File: src/rtl/rmmc_pkg.sv
// Shared types and constants for the robot mission mode controller.
// Used by rmmc_step, the unit, its checker and testbench; no dependencies.
package rmmc_pkg;

   localparam int unsigned BLOCK_RUN_DEF = 2;
   localparam int unsigned CLEAR_RUN_DEF = 3;

   localparam logic [15:0] DETECT_DWELL_MS = 16'd500;
   localparam logic [31:0] AVOID_MIN_MS    = 32'd500;

   localparam logic [11:0] BLOCK_MM_RST     = 12'd500;
   localparam logic [11:0] COLLECT_MM_RST   = 12'd300;
   localparam logic [11:0] SIDE_MM_RST      = 12'd600;
   localparam logic [11:0] CLEAR_MM_RST     = 12'd800;
   localparam logic [15:0] INIT_TMO_RST     = 16'd3000;
   localparam logic [15:0] APPROACH_TMO_RST = 16'd10000;
   localparam logic [15:0] COLLECT_TMO_RST  = 16'd5000;
   localparam logic [15:0] AVOID_TMO_RST    = 16'd3000;

   localparam int CSR_ADDR_W = 5;
   localparam int CSR_DATA_W = 32;
   localparam int REQ_DATA_W = 112;
   localparam int RSP_DATA_W = 48;

   typedef enum logic [2:0] {
      REG_BLOCK_MM     = 3'd0,
      REG_COLLECT_MM   = 3'd1,
      REG_SIDE_MM      = 3'd2,
      REG_CLEAR_MM     = 3'd3,
      REG_INIT_TMO     = 3'd4,
      REG_APPROACH_TMO = 3'd5,
      REG_COLLECT_TMO  = 3'd6,
      REG_AVOID_TMO    = 3'd7
   } csr_reg_type;

   typedef enum logic [2:0] {
      MODE_INIT     = 3'd0,
      MODE_SEARCH   = 3'd1,
      MODE_DETECT   = 3'd2,
      MODE_APPROACH = 3'd3,
      MODE_COLLECT  = 3'd4,
      MODE_AVOID    = 3'd5,
      MODE_RETURN   = 3'd6
   } mode_type;

   typedef enum logic [2:0] {
      DRIVE_NONE       = 3'd0,
      DRIVE_HOLD       = 3'd1,
      DRIVE_STRAIGHT   = 3'd2,
      DRIVE_SERPENTINE = 3'd3,
      DRIVE_APPROACH   = 3'd4,
      DRIVE_TURN_LEFT  = 3'd5,
      DRIVE_TURN_RIGHT = 3'd6,
      DRIVE_RETURN     = 3'd7
   } drive_type;

   typedef enum logic [1:0] {
      LED_KEEP = 2'd0,
      LED_ON   = 2'd1,
      LED_OFF  = 2'd2
   } led_type;

   typedef enum logic [1:0] {
      COLL_NONE  = 2'd0,
      COLL_START = 2'd1,
      COLL_STOP  = 2'd2
   } coll_type;

   typedef enum logic [1:0] {
      CALIB_NONE   = 2'd0,
      CALIB_START  = 2'd1,
      CALIB_FINISH = 2'd2
   } calib_type;

   localparam logic [1:0] PHASE_RIGHT = 2'd1;
   localparam logic [1:0] PHASE_LEFT  = 2'd3;

   typedef struct packed {
      logic [11:0] block_mm;
      logic [11:0] collect_mm;
      logic [11:0] side_mm;
      logic [11:0] clear_mm;
      logic [15:0] init_tmo;
      logic [15:0] approach_tmo;
      logic [15:0] collect_tmo;
      logic [15:0] avoid_tmo;
   } cfg_type;

   typedef struct packed {
      logic               restart;
      logic [31:0]        now_ms;
      logic [11:0]        front_mm;
      logic [11:0]        left_mm;
      logic [11:0]        right_mm;
      logic               front_ok;
      logic               packet_ready;
      logic               packet_is_trash;
      logic signed [15:0] packet_x;
      logic signed [15:0] packet_y;
      logic [1:0]         cruise_phase;
      logic               tracking_ok;
   } item_type;

   typedef struct packed {
      mode_type    mode;
      logic [31:0] entry_time;
      logic [15:0] dwell;
   } state_type;

   typedef struct packed {
      mode_type           mode;
      logic               mode_changed;
      led_type            led_cmd;
      drive_type          drive_cmd;
      logic               stop_all;
      coll_type           collect_cmd;
      calib_type          calib_cmd;
      logic               packet_taken;
      logic               target_load;
      logic signed [15:0] target_x;
      logic signed [15:0] target_y;
   } result_type;

endpackage

File: src/rtl/rmmc_step.sv
// Per-tick decision logic of the mission mode controller: next state and result.
// Depends on rmmc_pkg.
module rmmc_step #(
   parameter int unsigned BLOCK_RUN = rmmc_pkg::BLOCK_RUN_DEF,
   parameter int unsigned CLEAR_RUN = rmmc_pkg::CLEAR_RUN_DEF,
   parameter int unsigned BW = $clog2(BLOCK_RUN + 1),
   parameter int unsigned CW = $clog2(CLEAR_RUN + 1)
) (
   input  rmmc_pkg::cfg_type    cfg,
   input  rmmc_pkg::item_type   item,
   input  rmmc_pkg::state_type  st,
   input  logic [BW-1:0]        blocked_run,
   input  logic [CW-1:0]        clear_run,
   output rmmc_pkg::state_type  st_next,
   output logic [BW-1:0]        blocked_next,
   output logic [CW-1:0]        clear_next,
   output rmmc_pkg::result_type res
);
   import rmmc_pkg::*;

   localparam logic [BW-1:0] BLOCK_LIM = BW'(BLOCK_RUN);
   localparam logic [CW-1:0] CLEAR_LIM = CW'(CLEAR_RUN);

   logic [31:0]   elapsed;
   logic          timed_out;
   logic          blocked;
   logic          done;
   logic [BW-1:0] blocked_inc;
   logic [CW-1:0] clear_inc;
   state_type     nst;
   result_type    r;

   function automatic state_type enter(input mode_type m, input logic [31:0] now,
                                       input logic [15:0] dwell);
      state_type s;
      s.mode       = m;
      s.entry_time = now;
      s.dwell      = dwell;
      return s;
   endfunction

   assign elapsed     = item.now_ms - st.entry_time;
   assign timed_out   = elapsed >= {16'd0, st.dwell};
   assign blocked     = item.front_mm < cfg.block_mm;
   assign blocked_inc = blocked_run + BW'(1);
   assign clear_inc   = clear_run + CW'(1);

   always_comb begin
      nst          = st;
      blocked_next = blocked_run;
      clear_next   = clear_run;
      done         = 1'b0;
      r            = '0;
      r.led_cmd    = LED_KEEP;
      r.drive_cmd  = DRIVE_NONE;
      r.collect_cmd = COLL_NONE;
      r.calib_cmd  = CALIB_NONE;

      if (item.restart) begin
         nst = enter(MODE_INIT, item.now_ms, cfg.init_tmo);
         r.mode_changed = 1'b1;
         r.calib_cmd = CALIB_START;
      end else begin
         unique case (st.mode)
            MODE_INIT: begin
               r.led_cmd = LED_ON;
               if (timed_out) begin
                  r.calib_cmd = CALIB_FINISH;
                  r.led_cmd = LED_OFF;
                  nst = enter(MODE_SEARCH, item.now_ms, 16'd0);
                  r.mode_changed = 1'b1;
               end
            end
            MODE_SEARCH: begin
               if (blocked) begin
                  if (blocked_inc >= BLOCK_LIM) begin
                     blocked_next = '0;
                     nst = enter(MODE_AVOID, item.now_ms, cfg.avoid_tmo);
                     r.mode_changed = 1'b1;
                     done = 1'b1;
                  end else begin
                     blocked_next = blocked_inc;
                  end
               end else begin
                  blocked_next = '0;
               end
               if (!done) begin
                  if (item.packet_ready) begin
                     r.packet_taken = 1'b1;
                     if (item.packet_is_trash) begin
                        blocked_next = '0;
                        r.target_load = 1'b1;
                        r.target_x = item.packet_x;
                        r.target_y = item.packet_y;
                        nst = enter(MODE_DETECT, item.now_ms, DETECT_DWELL_MS);
                        r.mode_changed = 1'b1;
                     end
                  end else if (!item.front_ok) begin
                     r.drive_cmd = DRIVE_HOLD;
                  end else if ((item.cruise_phase == PHASE_RIGHT &&
                                item.right_mm < cfg.side_mm) ||
                               (item.cruise_phase == PHASE_LEFT &&
                                item.left_mm < cfg.side_mm)) begin
                     r.drive_cmd = DRIVE_STRAIGHT;
                  end else begin
                     r.drive_cmd = DRIVE_SERPENTINE;
                  end
               end
            end
            MODE_DETECT: begin
               if (blocked) begin
                  nst = enter(MODE_AVOID, item.now_ms, cfg.avoid_tmo);
                  r.mode_changed = 1'b1;
               end else if (item.packet_ready) begin
                  r.packet_taken = 1'b1;
                  if (item.packet_is_trash) begin
                     r.target_load = 1'b1;
                     r.target_x = item.packet_x;
                     r.target_y = item.packet_y;
                     nst = enter(MODE_APPROACH, item.now_ms, cfg.approach_tmo);
                     r.mode_changed = 1'b1;
                  end
               end else if (timed_out) begin
                  nst = enter(MODE_SEARCH, item.now_ms, 16'd0);
                  r.mode_changed = 1'b1;
               end
            end
            MODE_APPROACH: begin
               if (!item.front_ok) begin
                  r.stop_all = 1'b1;
                  nst = enter(MODE_SEARCH, item.now_ms, 16'd0);
                  r.mode_changed = 1'b1;
               end else if (item.front_mm < cfg.collect_mm) begin
                  nst = enter(MODE_COLLECT, item.now_ms, cfg.collect_tmo);
                  r.mode_changed = 1'b1;
               end else if (blocked) begin
                  nst = enter(MODE_AVOID, item.now_ms, cfg.avoid_tmo);
                  r.mode_changed = 1'b1;
               end else if (timed_out) begin
                  r.stop_all = 1'b1;
                  nst = enter(MODE_SEARCH, item.now_ms, 16'd0);
                  r.mode_changed = 1'b1;
               end else begin
                  if (item.packet_ready) begin
                     r.packet_taken = 1'b1;
                     if (item.packet_is_trash) begin
                        r.target_load = 1'b1;
                        r.target_x = item.packet_x;
                        r.target_y = item.packet_y;
                     end
                  end
                  r.drive_cmd = DRIVE_APPROACH;
                  if (!item.tracking_ok) begin
                     r.stop_all = 1'b1;
                     nst = enter(MODE_SEARCH, item.now_ms, 16'd0);
                     r.mode_changed = 1'b1;
                  end
               end
            end
            MODE_COLLECT: begin
               r.collect_cmd = COLL_START;
               if (timed_out) begin
                  r.collect_cmd = COLL_STOP;
                  nst = enter(MODE_SEARCH, item.now_ms, 16'd0);
                  r.mode_changed = 1'b1;
               end
            end
            MODE_AVOID: begin
               r.drive_cmd = (item.left_mm > item.right_mm) ? DRIVE_TURN_LEFT
                                                            : DRIVE_TURN_RIGHT;
               if (elapsed > AVOID_MIN_MS) begin
                  if (item.front_mm > cfg.clear_mm) begin
                     if (clear_inc >= CLEAR_LIM) begin
                        r.stop_all = 1'b1;
                        clear_next = '0;
                        nst = enter(MODE_SEARCH, item.now_ms, 16'd0);
                        r.mode_changed = 1'b1;
                        done = 1'b1;
                     end else begin
                        clear_next = clear_inc;
                     end
                  end else begin
                     clear_next = '0;
                  end
               end
               if (!done && timed_out) begin
                  r.stop_all = 1'b1;
                  clear_next = '0;
                  nst = enter(MODE_SEARCH, item.now_ms, 16'd0);
                  r.mode_changed = 1'b1;
               end
            end
            MODE_RETURN: begin
               r.drive_cmd = DRIVE_RETURN;
            end
            default: begin
               nst = enter(MODE_SEARCH, item.now_ms, 16'd0);
               r.mode_changed = 1'b1;
            end
         endcase
      end
      r.mode = nst.mode;
   end

   assign st_next = nst;
   assign res     = r;

endmodule

File: src/rtl/robot_mission_mode_controller_unit.sv
// Robot mission mode controller: one control tick in, one command item out,
// at one tick per clock cycle while req_tready is high. Each accepted tick is
// decided in the cycle it is accepted; a two-entry output buffer registers its
// result, in the second entry while the first waits, so ticks keep being taken
// while one result waits; req_tready drops only when both entries are full.
// Thresholds and timeouts are to be set through the register port only while no
// tick is in flight; the block does not enforce this. Needs rmmc_pkg, rmmc_step.
module robot_mission_mode_controller_unit #(
   parameter int unsigned BLOCK_RUN = rmmc_pkg::BLOCK_RUN_DEF,
   parameter int unsigned CLEAR_RUN = rmmc_pkg::CLEAR_RUN_DEF
) (
   input  logic                              clock,
   input  logic                              reset,
   input  logic                              req_tvalid,
   output logic                              req_tready,
   // now_ms[31:0], front_mm[43:32], left_mm[55:44], right_mm[67:56], front_ok[68],
   // packet_ready[69], packet_is_trash[70], packet_x[86:71], packet_y[102:87],
   // cruise_phase[104:103], tracking_ok[105], zero pad[111:106]
   input  logic [rmmc_pkg::REQ_DATA_W-1:0]   req_tdata,
   // restart[0]
   input  logic                              req_tuser,
   output logic                              rsp_tvalid,
   input  logic                              rsp_tready,
   // mode[2:0], mode_changed[3], led_cmd[5:4], drive_cmd[8:6], stop_all[9],
   // collect_cmd[11:10], calib_cmd[13:12], packet_taken[14], target_load[15],
   // target_x[31:16], target_y[47:32]
   output logic [rmmc_pkg::RSP_DATA_W-1:0]   rsp_tdata,
   input  logic                              csr_psel,
   input  logic                              csr_penable,
   input  logic                              csr_pwrite,
   input  logic [rmmc_pkg::CSR_ADDR_W-1:0]   csr_paddr,
   input  logic [rmmc_pkg::CSR_DATA_W-1:0]   csr_pwdata,
   output logic [rmmc_pkg::CSR_DATA_W-1:0]   csr_prdata,
   output logic                              csr_pready
);
   import rmmc_pkg::*;

   localparam int unsigned BW = $clog2(BLOCK_RUN + 1);
   localparam int unsigned CW = $clog2(CLEAR_RUN + 1);

   cfg_type       cfg_ff, cfg_in;
   state_type     st_ff, st_in;
   logic [BW-1:0] blocked_ff, blocked_in;
   logic [CW-1:0] clear_ff, clear_in;
   result_type    res;
   result_type    out_ff, out_in;
   result_type    skid_ff, skid_in;
   logic          out_valid_ff, out_valid_in;
   logic          skid_valid_ff, skid_valid_in;
   item_type      item;
   csr_reg_type   csr_idx;
   logic          csr_wr;
   logic          accept;
   logic          pop;

   assign csr_pready = 1'b1;
   assign csr_wr     = csr_psel & csr_penable & csr_pwrite & csr_pready;
   assign csr_idx    = csr_reg_type'(csr_paddr[4:2]);

   always_comb begin
      cfg_in = cfg_ff;
      if (csr_wr) begin
         unique case (csr_idx)
            REG_BLOCK_MM:     cfg_in.block_mm     = csr_pwdata[11:0];
            REG_COLLECT_MM:   cfg_in.collect_mm   = csr_pwdata[11:0];
            REG_SIDE_MM:      cfg_in.side_mm      = csr_pwdata[11:0];
            REG_CLEAR_MM:     cfg_in.clear_mm     = csr_pwdata[11:0];
            REG_INIT_TMO:     cfg_in.init_tmo     = csr_pwdata[15:0];
            REG_APPROACH_TMO: cfg_in.approach_tmo = csr_pwdata[15:0];
            REG_COLLECT_TMO:  cfg_in.collect_tmo  = csr_pwdata[15:0];
            REG_AVOID_TMO:    cfg_in.avoid_tmo    = csr_pwdata[15:0];
            default:          cfg_in = cfg_ff;
         endcase
      end
   end

   always_comb begin
      unique case (csr_idx)
         REG_BLOCK_MM:     csr_prdata = {20'd0, cfg_ff.block_mm};
         REG_COLLECT_MM:   csr_prdata = {20'd0, cfg_ff.collect_mm};
         REG_SIDE_MM:      csr_prdata = {20'd0, cfg_ff.side_mm};
         REG_CLEAR_MM:     csr_prdata = {20'd0, cfg_ff.clear_mm};
         REG_INIT_TMO:     csr_prdata = {16'd0, cfg_ff.init_tmo};
         REG_APPROACH_TMO: csr_prdata = {16'd0, cfg_ff.approach_tmo};
         REG_COLLECT_TMO:  csr_prdata = {16'd0, cfg_ff.collect_tmo};
         REG_AVOID_TMO:    csr_prdata = {16'd0, cfg_ff.avoid_tmo};
         default:          csr_prdata = '0;
      endcase
   end

   assign item.restart         = req_tuser;
   assign item.now_ms          = req_tdata[31:0];
   assign item.front_mm        = req_tdata[43:32];
   assign item.left_mm         = req_tdata[55:44];
   assign item.right_mm        = req_tdata[67:56];
   assign item.front_ok        = req_tdata[68];
   assign item.packet_ready    = req_tdata[69];
   assign item.packet_is_trash = req_tdata[70];
   assign item.packet_x        = req_tdata[86:71];
   assign item.packet_y        = req_tdata[102:87];
   assign item.cruise_phase    = req_tdata[104:103];
   assign item.tracking_ok     = req_tdata[105];

   rmmc_step #(
      .BLOCK_RUN (BLOCK_RUN),
      .CLEAR_RUN (CLEAR_RUN),
      .BW        (BW),
      .CW        (CW)
   ) u_step (
      .cfg          (cfg_ff),
      .item         (item),
      .st           (st_ff),
      .blocked_run  (blocked_ff),
      .clear_run    (clear_ff),
      .st_next      (st_in),
      .blocked_next (blocked_in),
      .clear_next   (clear_in),
      .res          (res)
   );

   assign req_tready = ~skid_valid_ff;
   assign accept     = req_tvalid & req_tready;
   assign pop        = rsp_tvalid & rsp_tready;

   always_comb begin
      out_in        = out_ff;
      skid_in       = skid_ff;
      out_valid_in  = out_valid_ff;
      skid_valid_in = skid_valid_ff;
      if (pop) begin
         if (skid_valid_ff) begin
            out_in        = skid_ff;
            skid_valid_in = 1'b0;
         end else begin
            out_in       = res;
            out_valid_in = accept;
         end
      end else if (accept) begin
         if (out_valid_ff) begin
            skid_in       = res;
            skid_valid_in = 1'b1;
         end else begin
            out_in       = res;
            out_valid_in = 1'b1;
         end
      end
   end

   always_ff @(posedge clock) begin
      if (reset) begin
         cfg_ff.block_mm     <= BLOCK_MM_RST;
         cfg_ff.collect_mm   <= COLLECT_MM_RST;
         cfg_ff.side_mm      <= SIDE_MM_RST;
         cfg_ff.clear_mm     <= CLEAR_MM_RST;
         cfg_ff.init_tmo     <= INIT_TMO_RST;
         cfg_ff.approach_tmo <= APPROACH_TMO_RST;
         cfg_ff.collect_tmo  <= COLLECT_TMO_RST;
         cfg_ff.avoid_tmo    <= AVOID_TMO_RST;
         st_ff.mode          <= MODE_INIT;
         st_ff.entry_time    <= '0;
         st_ff.dwell         <= INIT_TMO_RST;
         blocked_ff          <= '0;
         clear_ff            <= '0;
         out_valid_ff        <= 1'b0;
         skid_valid_ff       <= 1'b0;
      end else begin
         cfg_ff        <= cfg_in;
         out_valid_ff  <= out_valid_in;
         skid_valid_ff <= skid_valid_in;
         if (accept) begin
            st_ff      <= st_in;
            blocked_ff <= blocked_in;
            clear_ff   <= clear_in;
         end
      end
   end

   always_ff @(posedge clock) begin
      out_ff  <= out_in;
      skid_ff <= skid_in;
   end

   assign rsp_tvalid = out_valid_ff;
   assign rsp_tdata  = {out_ff.target_y, out_ff.target_x, out_ff.target_load,
                        out_ff.packet_taken, out_ff.calib_cmd, out_ff.collect_cmd,
                        out_ff.stop_all, out_ff.drive_cmd, out_ff.led_cmd,
                        out_ff.mode_changed, out_ff.mode};

   a_skid_implies_out: assert property (@(posedge clock) disable iff (reset)
      skid_valid_ff |-> out_valid_ff)
      else $error("second output entry holds an item while the first is empty");

   a_restart_to_init: assert property (@(posedge clock) disable iff (reset)
      (accept && req_tuser) |=> (st_ff.mode == MODE_INIT && st_ff.dwell == $past(cfg_ff.init_tmo)))
      else $error("restart item did not put the controller into init");

   a_target_zero: assert property (@(posedge clock) disable iff (reset)
      (out_valid_ff && !out_ff.target_load) |->
         (out_ff.target_x == 16'sd0 && out_ff.target_y == 16'sd0))
      else $error("target coordinates present without a target load");

   a_full_stall_fills_skid: assert property (@(posedge clock) disable iff (reset)
      (accept && out_valid_ff && !rsp_tready) |=> skid_valid_ff)
      else $error("accepted item not buffered while the output was stalled");

endmodule

File: config.mk
export PLATFORM = sky130hd
export DESIGN_NAME = robot_mission_mode_controller_unit
export DESIGN_NICKNAME = d
export VERILOG_FILES = /design/src/rtl/rmmc_pkg.sv /design/src/rtl/rmmc_step.sv /design/src/rtl/robot_mission_mode_controller_unit.sv
export SDC_FILE = /design/constraint.sdc
export NUM_CORES = 1
export LEC_CHECK = 0
export BUFFER_PORTS_ARGS = -buffer_cell sky130_fd_sc_hd__buf_2
export CORE_UTILIZATION = 59
export DETAILED_ROUTE_END_ITERATION = 6
export GPL_TIMING_DRIVEN = 0
export PLACE_DENSITY = 0.81
export SLEW_MARGIN = 25
export SYNTH_ARGS = -nofsm -noshare
export SYNTH_HDL_FRONTEND = slang
export SYNTH_HIERARCHICAL = 1
export SYNTH_SLANG_ARGS = --single-unit
File: constraint.sdc
create_clock -name clock -period 6.54 [get_ports clock]
set_clock_uncertainty 0.15 [all_clocks]
set_input_delay 1.308 -clock clock [delete_from_list [all_inputs] [get_ports clock]]
set_output_delay 1.308 -clock clock [all_outputs]
set_load 0.02 [all_outputs]
==> flow_metrics.env <==
export IMPL_post_route_cell_area_mm2=0.0202
export IMPL_finalHoldViolCount=0
export IMPL_synth_common_cells="nand2_1 (416), a21oi_1 (200), dfxtp_1 (169)"
export IMPL_worstMarginPinSlew_ns=1.10
export IMPL_synth_top_area_share_pct=19.1
export IMPL_nets=2622
export IMPL_clk_path_buf_depth=3
export IMPL_gp_congestion=0.952
export IMPL_worstSetupEndpointType="register"
export IMPL_maxCapViolCount=0
export IMPL_synth_area_mm2=0.0177
export IMPL_grt_max_degree=49
export IMPL_swShare_pct=29.8
export IMPL_area_growth_syn_to_layout_pct=14.1
export IMPL_synth_area_leaders="dfxtp_1 (19%), edfxtp_1 (16%), nand2_1 (8.8%)"
export IMPL_finalWirelength_mm=58.1
export IMPL_antenna_found_initial=1
export IMPL_clk_pin_slew_ns=0.07
export IMPL_synth_most_common_cell="nand2_1"
export IMPL_avgRoutedWirePerCell_um=21.1
export IMPL_row_count=62
export IMPL_hp_start="st_ff[18]"
export IMPL_grt_pass1_wl_mm=88.5
export IMPL_grt_use_total_pct=36.9
export IMPL_p_sw_mw=1.30
export IMPL_grt_ovfl_total=0
export IMPL_report_power_total_mw=4.35
export IMPL_min_period_over_period_pct=96.8
export IMPL_async_reset_ff_share_pct=0
export IMPL_htreeDepth=1
export IMPL_yosysWarnings=6
export IMPL_yosysSeqAreaShare_pct=35.5
export IMPL_numCtsBuffers=29
export IMPL_drt_first_iter_violations=1847
export IMPL_vias=17200
export IMPL_p_clk_share_pct=39.1
export IMPL_relSlewSlack_pct=26.1
export IMPL_synth_top_cell_by_area="dfxtp_1"
export IMPL_rrSetupSlack_ns=0.74
export IMPL_synthFlopType="dfxtp_1"
export IMPL_cp_arrival_ns=6.49
export IMPL_dpl_instance_area_mm2=0.0192
export IMPL_clock_latency_ns=0.56
export IMPL_leakage_nw=8.43
export IMPL_io_pins=240
export IMPL_whs_endpoint="st_ff[18]"
export IMPL_portBuffers=181
export IMPL_r2r_start="st_ff[16]"
export IMPL_grt_pass1_vias=16000
export IMPL_cts_tree="built"
export IMPL_peakVddDrop_mv=0.299
export IMPL_drc_errors=0
export IMPL_avgViaCountPerCell=6.25
export IMPL_cts_hold_buf=0
export IMPL_r2r_cells=22
export IMPL_required_ns=6.70
export IMPL_hpwlAfterDp_mm=44.0
export IMPL_worstSetupPathType="in -> reg"
export IMPL_synth_enable_flop_cells=96
export IMPL_power_density_mw_per_mm2=216
export IMPL_synth_seq_cells=265
export IMPL_synth_cells=2119
export IMPL_root_buffer="clkbuf_16"
export IMPL_max_freq_mhz=158
export IMPL_syn_area_per_cell_um2=8.34
export IMPL_pwr_share_seq_pct=41.1
export IMPL_cp_start_kind="input port"
export IMPL_start_util_pct=60.7
export IMPL_period_needed_ns=6.33
export IMPL_status="finished, final reports clean"
export IMPL_cts_sinks=265
export IMPL_rsz0062_at_grt="yes"
export IMPL_critical_path_startpoint="req_tdata[0]"
export IMPL_die_height_um=175
export IMPL_combPwrFrac_pct=19.8
export IMPL_die_w_um=175
export IMPL_cp_max_fo=10
export IMPL_drive_gt1_share_pct=17.7
export IMPL_report_final_setup_viol=0
export IMPL_first_pass_iters=5
export IMPL_hp_class="reg -> reg"
export IMPL_core_area_mm2=0.0291
export IMPL_intPower_mw=3.05
export IMPL_hold_path_cell_count=2
export IMPL_die_area_mm2=0.0306
export IMPL_timing_rr_end="rsp_tdata[9]"
export IMPL_ant_nets=0
export IMPL_synth_distinct_cells=81
export IMPL_slew_violations=0
state kept, by name (all words and copies together) (netlist names):
register / cells
blocked_ff: 2
cfg_ff: 112
clear_ff: 2
rsp_tdata: 48
rsp_tvalid: 1
skid_ff: 48
skid_valid_ff: 1
st_ff: 51
layout by cell type (no fill, tap or decap), drive strengths merged, types with 9 or more instances in the layout:
master,count
nand2,416
and2,40
a22o,21
nor4,9
inv,134
dfxtp,169
nor3,32
xnor2,12
nand3b,42
conb,17
nand4,20
buf,276
edfxtp,96
o2bb2ai,14
ha,116
nand3,32
o211ai,41
o21ai,90
a221oi,41
nor2,98
a21oi,201
nand2b,11
a211o,18
a21o,38
o21a,17
nor2b,17
mux2i,23
mux2,79
xor2,9
a31oi,12
a211oi,11
clkbuf,101
power by group through the flow:
| stage | Sequential (mW) | Combinational, mW | Clock [mW] |
|---|---|---|---|
| floorplan | 1.85 | 0.533 | 0 |
| CTS | 1.79 | 0.838 | 1.70 |
| global placement | 1.83 | 0.805 | 0 |
| finish | 1.79 | 0.863 | 1.70 |
| detailed placement | 1.82 | 0.831 | 0 |
| global route | 1.79 | 0.936 | 1.76 |
layout make-up:
| class | instances | area [um^2] |
|---|---|---|
| Tap cell | 384 | 480 |
| Sequential cell | 265 | 6270 |
| Fill cell | 2427 | 8920 |
| Timing Repair Buffer | 183 | 961 |
| Multi-Input combinational cell | 1577 | 10200 |
| Clock inverter | 16 | 196 |
| Antenna cell | 1 | 2.50 |
| Clock buffer | 34 | 754 |
| Buffer | 160 | 810 |
| Inverter | 132 | 495 |
how the worst max path moves through the flow:
stage,end,slack (ns),cells after the start
finish,rsp_tdata[9],0.21,24
global route,st_ff[15],-0.1,25
CTS,st_ff[49],0.15,27
detailed placement,st_ff[49],-0.43,27
global placement,rsp_tdata[11],-1.32,5
floorplan,rsp_tdata[0],0.72,4
through the flow:
step / hold WS (ns) / worst slack, ns / util [%] / instances / setup TNS, ns
6_report: 0.304 / 0.210 / 69.3 / 2752 / 0
3_5_place_dp: 0.297 / -0.428 / 65.9 / 2701 / -18.29
4_1_cts: 0.306 / 0.150 / 69.2 / 2751 / 0
5_1_grt: 0.333 / -0.0996 / 69.3 / 2752 / -0.323
3_3_place_gp: 0.292 / -1.32 / 65.7 / 2699 / -71.13
2_1_floorplan: 0.285 / 0.715 / - / 2134 / 0
repair_timing:
action / in CTS / in global routing
gates resized for setup: 0 / 5
setup endpoints to repair: 0 / 59
buffers inserted: 0 / 0
routing by layer:
| metal | vias to the layer above | wire (um) | global-route usage (%) |
|---|---|---|---|
| met5 | - | 0 | 0 |
| met4 | 0 | 2080 | 13.2 |
| met3 | 128 | 5310 | 4.66 |
| met2 | 984 | 26900 | 61.9 |
| met1 | 8114 | 23800 | 48.7 |
| li1 | 7968 | - | - |
cell families (layout without fill, tap and decap cells):
kind of cell / after synthesis / after routing / share of synthesized area [%]
AOI/OAI and AO/OA: 564 / 564 / 21.0
buffers and inverters: 292 / 525 / 7.38
xor gates and xnor gates: 21 / 21 / 1.04
DFF: 265 / 265 / 35.5
and+or+nand+nor: 751 / 751 / 19.8
other: 2 / 18 / 0.0425
muxes: 107 / 107 / 6.97
adders and majority gates: 117 / 117 / 8.33
worst max-delay path, cell delays in order:
cell	delay (ns)
buf_2	0.13
inv_1	0.06
ha_1	0.17
inv_1	0.06
fa_1	0.40
a21o_1	0.25
a311oi_4	0.39
o21bai_1	0.12
a21oi_1	0.20
xnor2_1	0.14
ha_1	0.22
a21o_1	0.15
a21o_1	0.19
a21oi_2	0.22
o221ai_1	0.14
nor4b_1	0.25
nand4_1	0.21
and4b_2	0.41
nand3_1	0.17
buf_2	0.28
buf_1	0.28
o21ai_0	0.27
a21oi_1	0.13
mux2_2	0.31
Power figures use the tool's default switching activity.
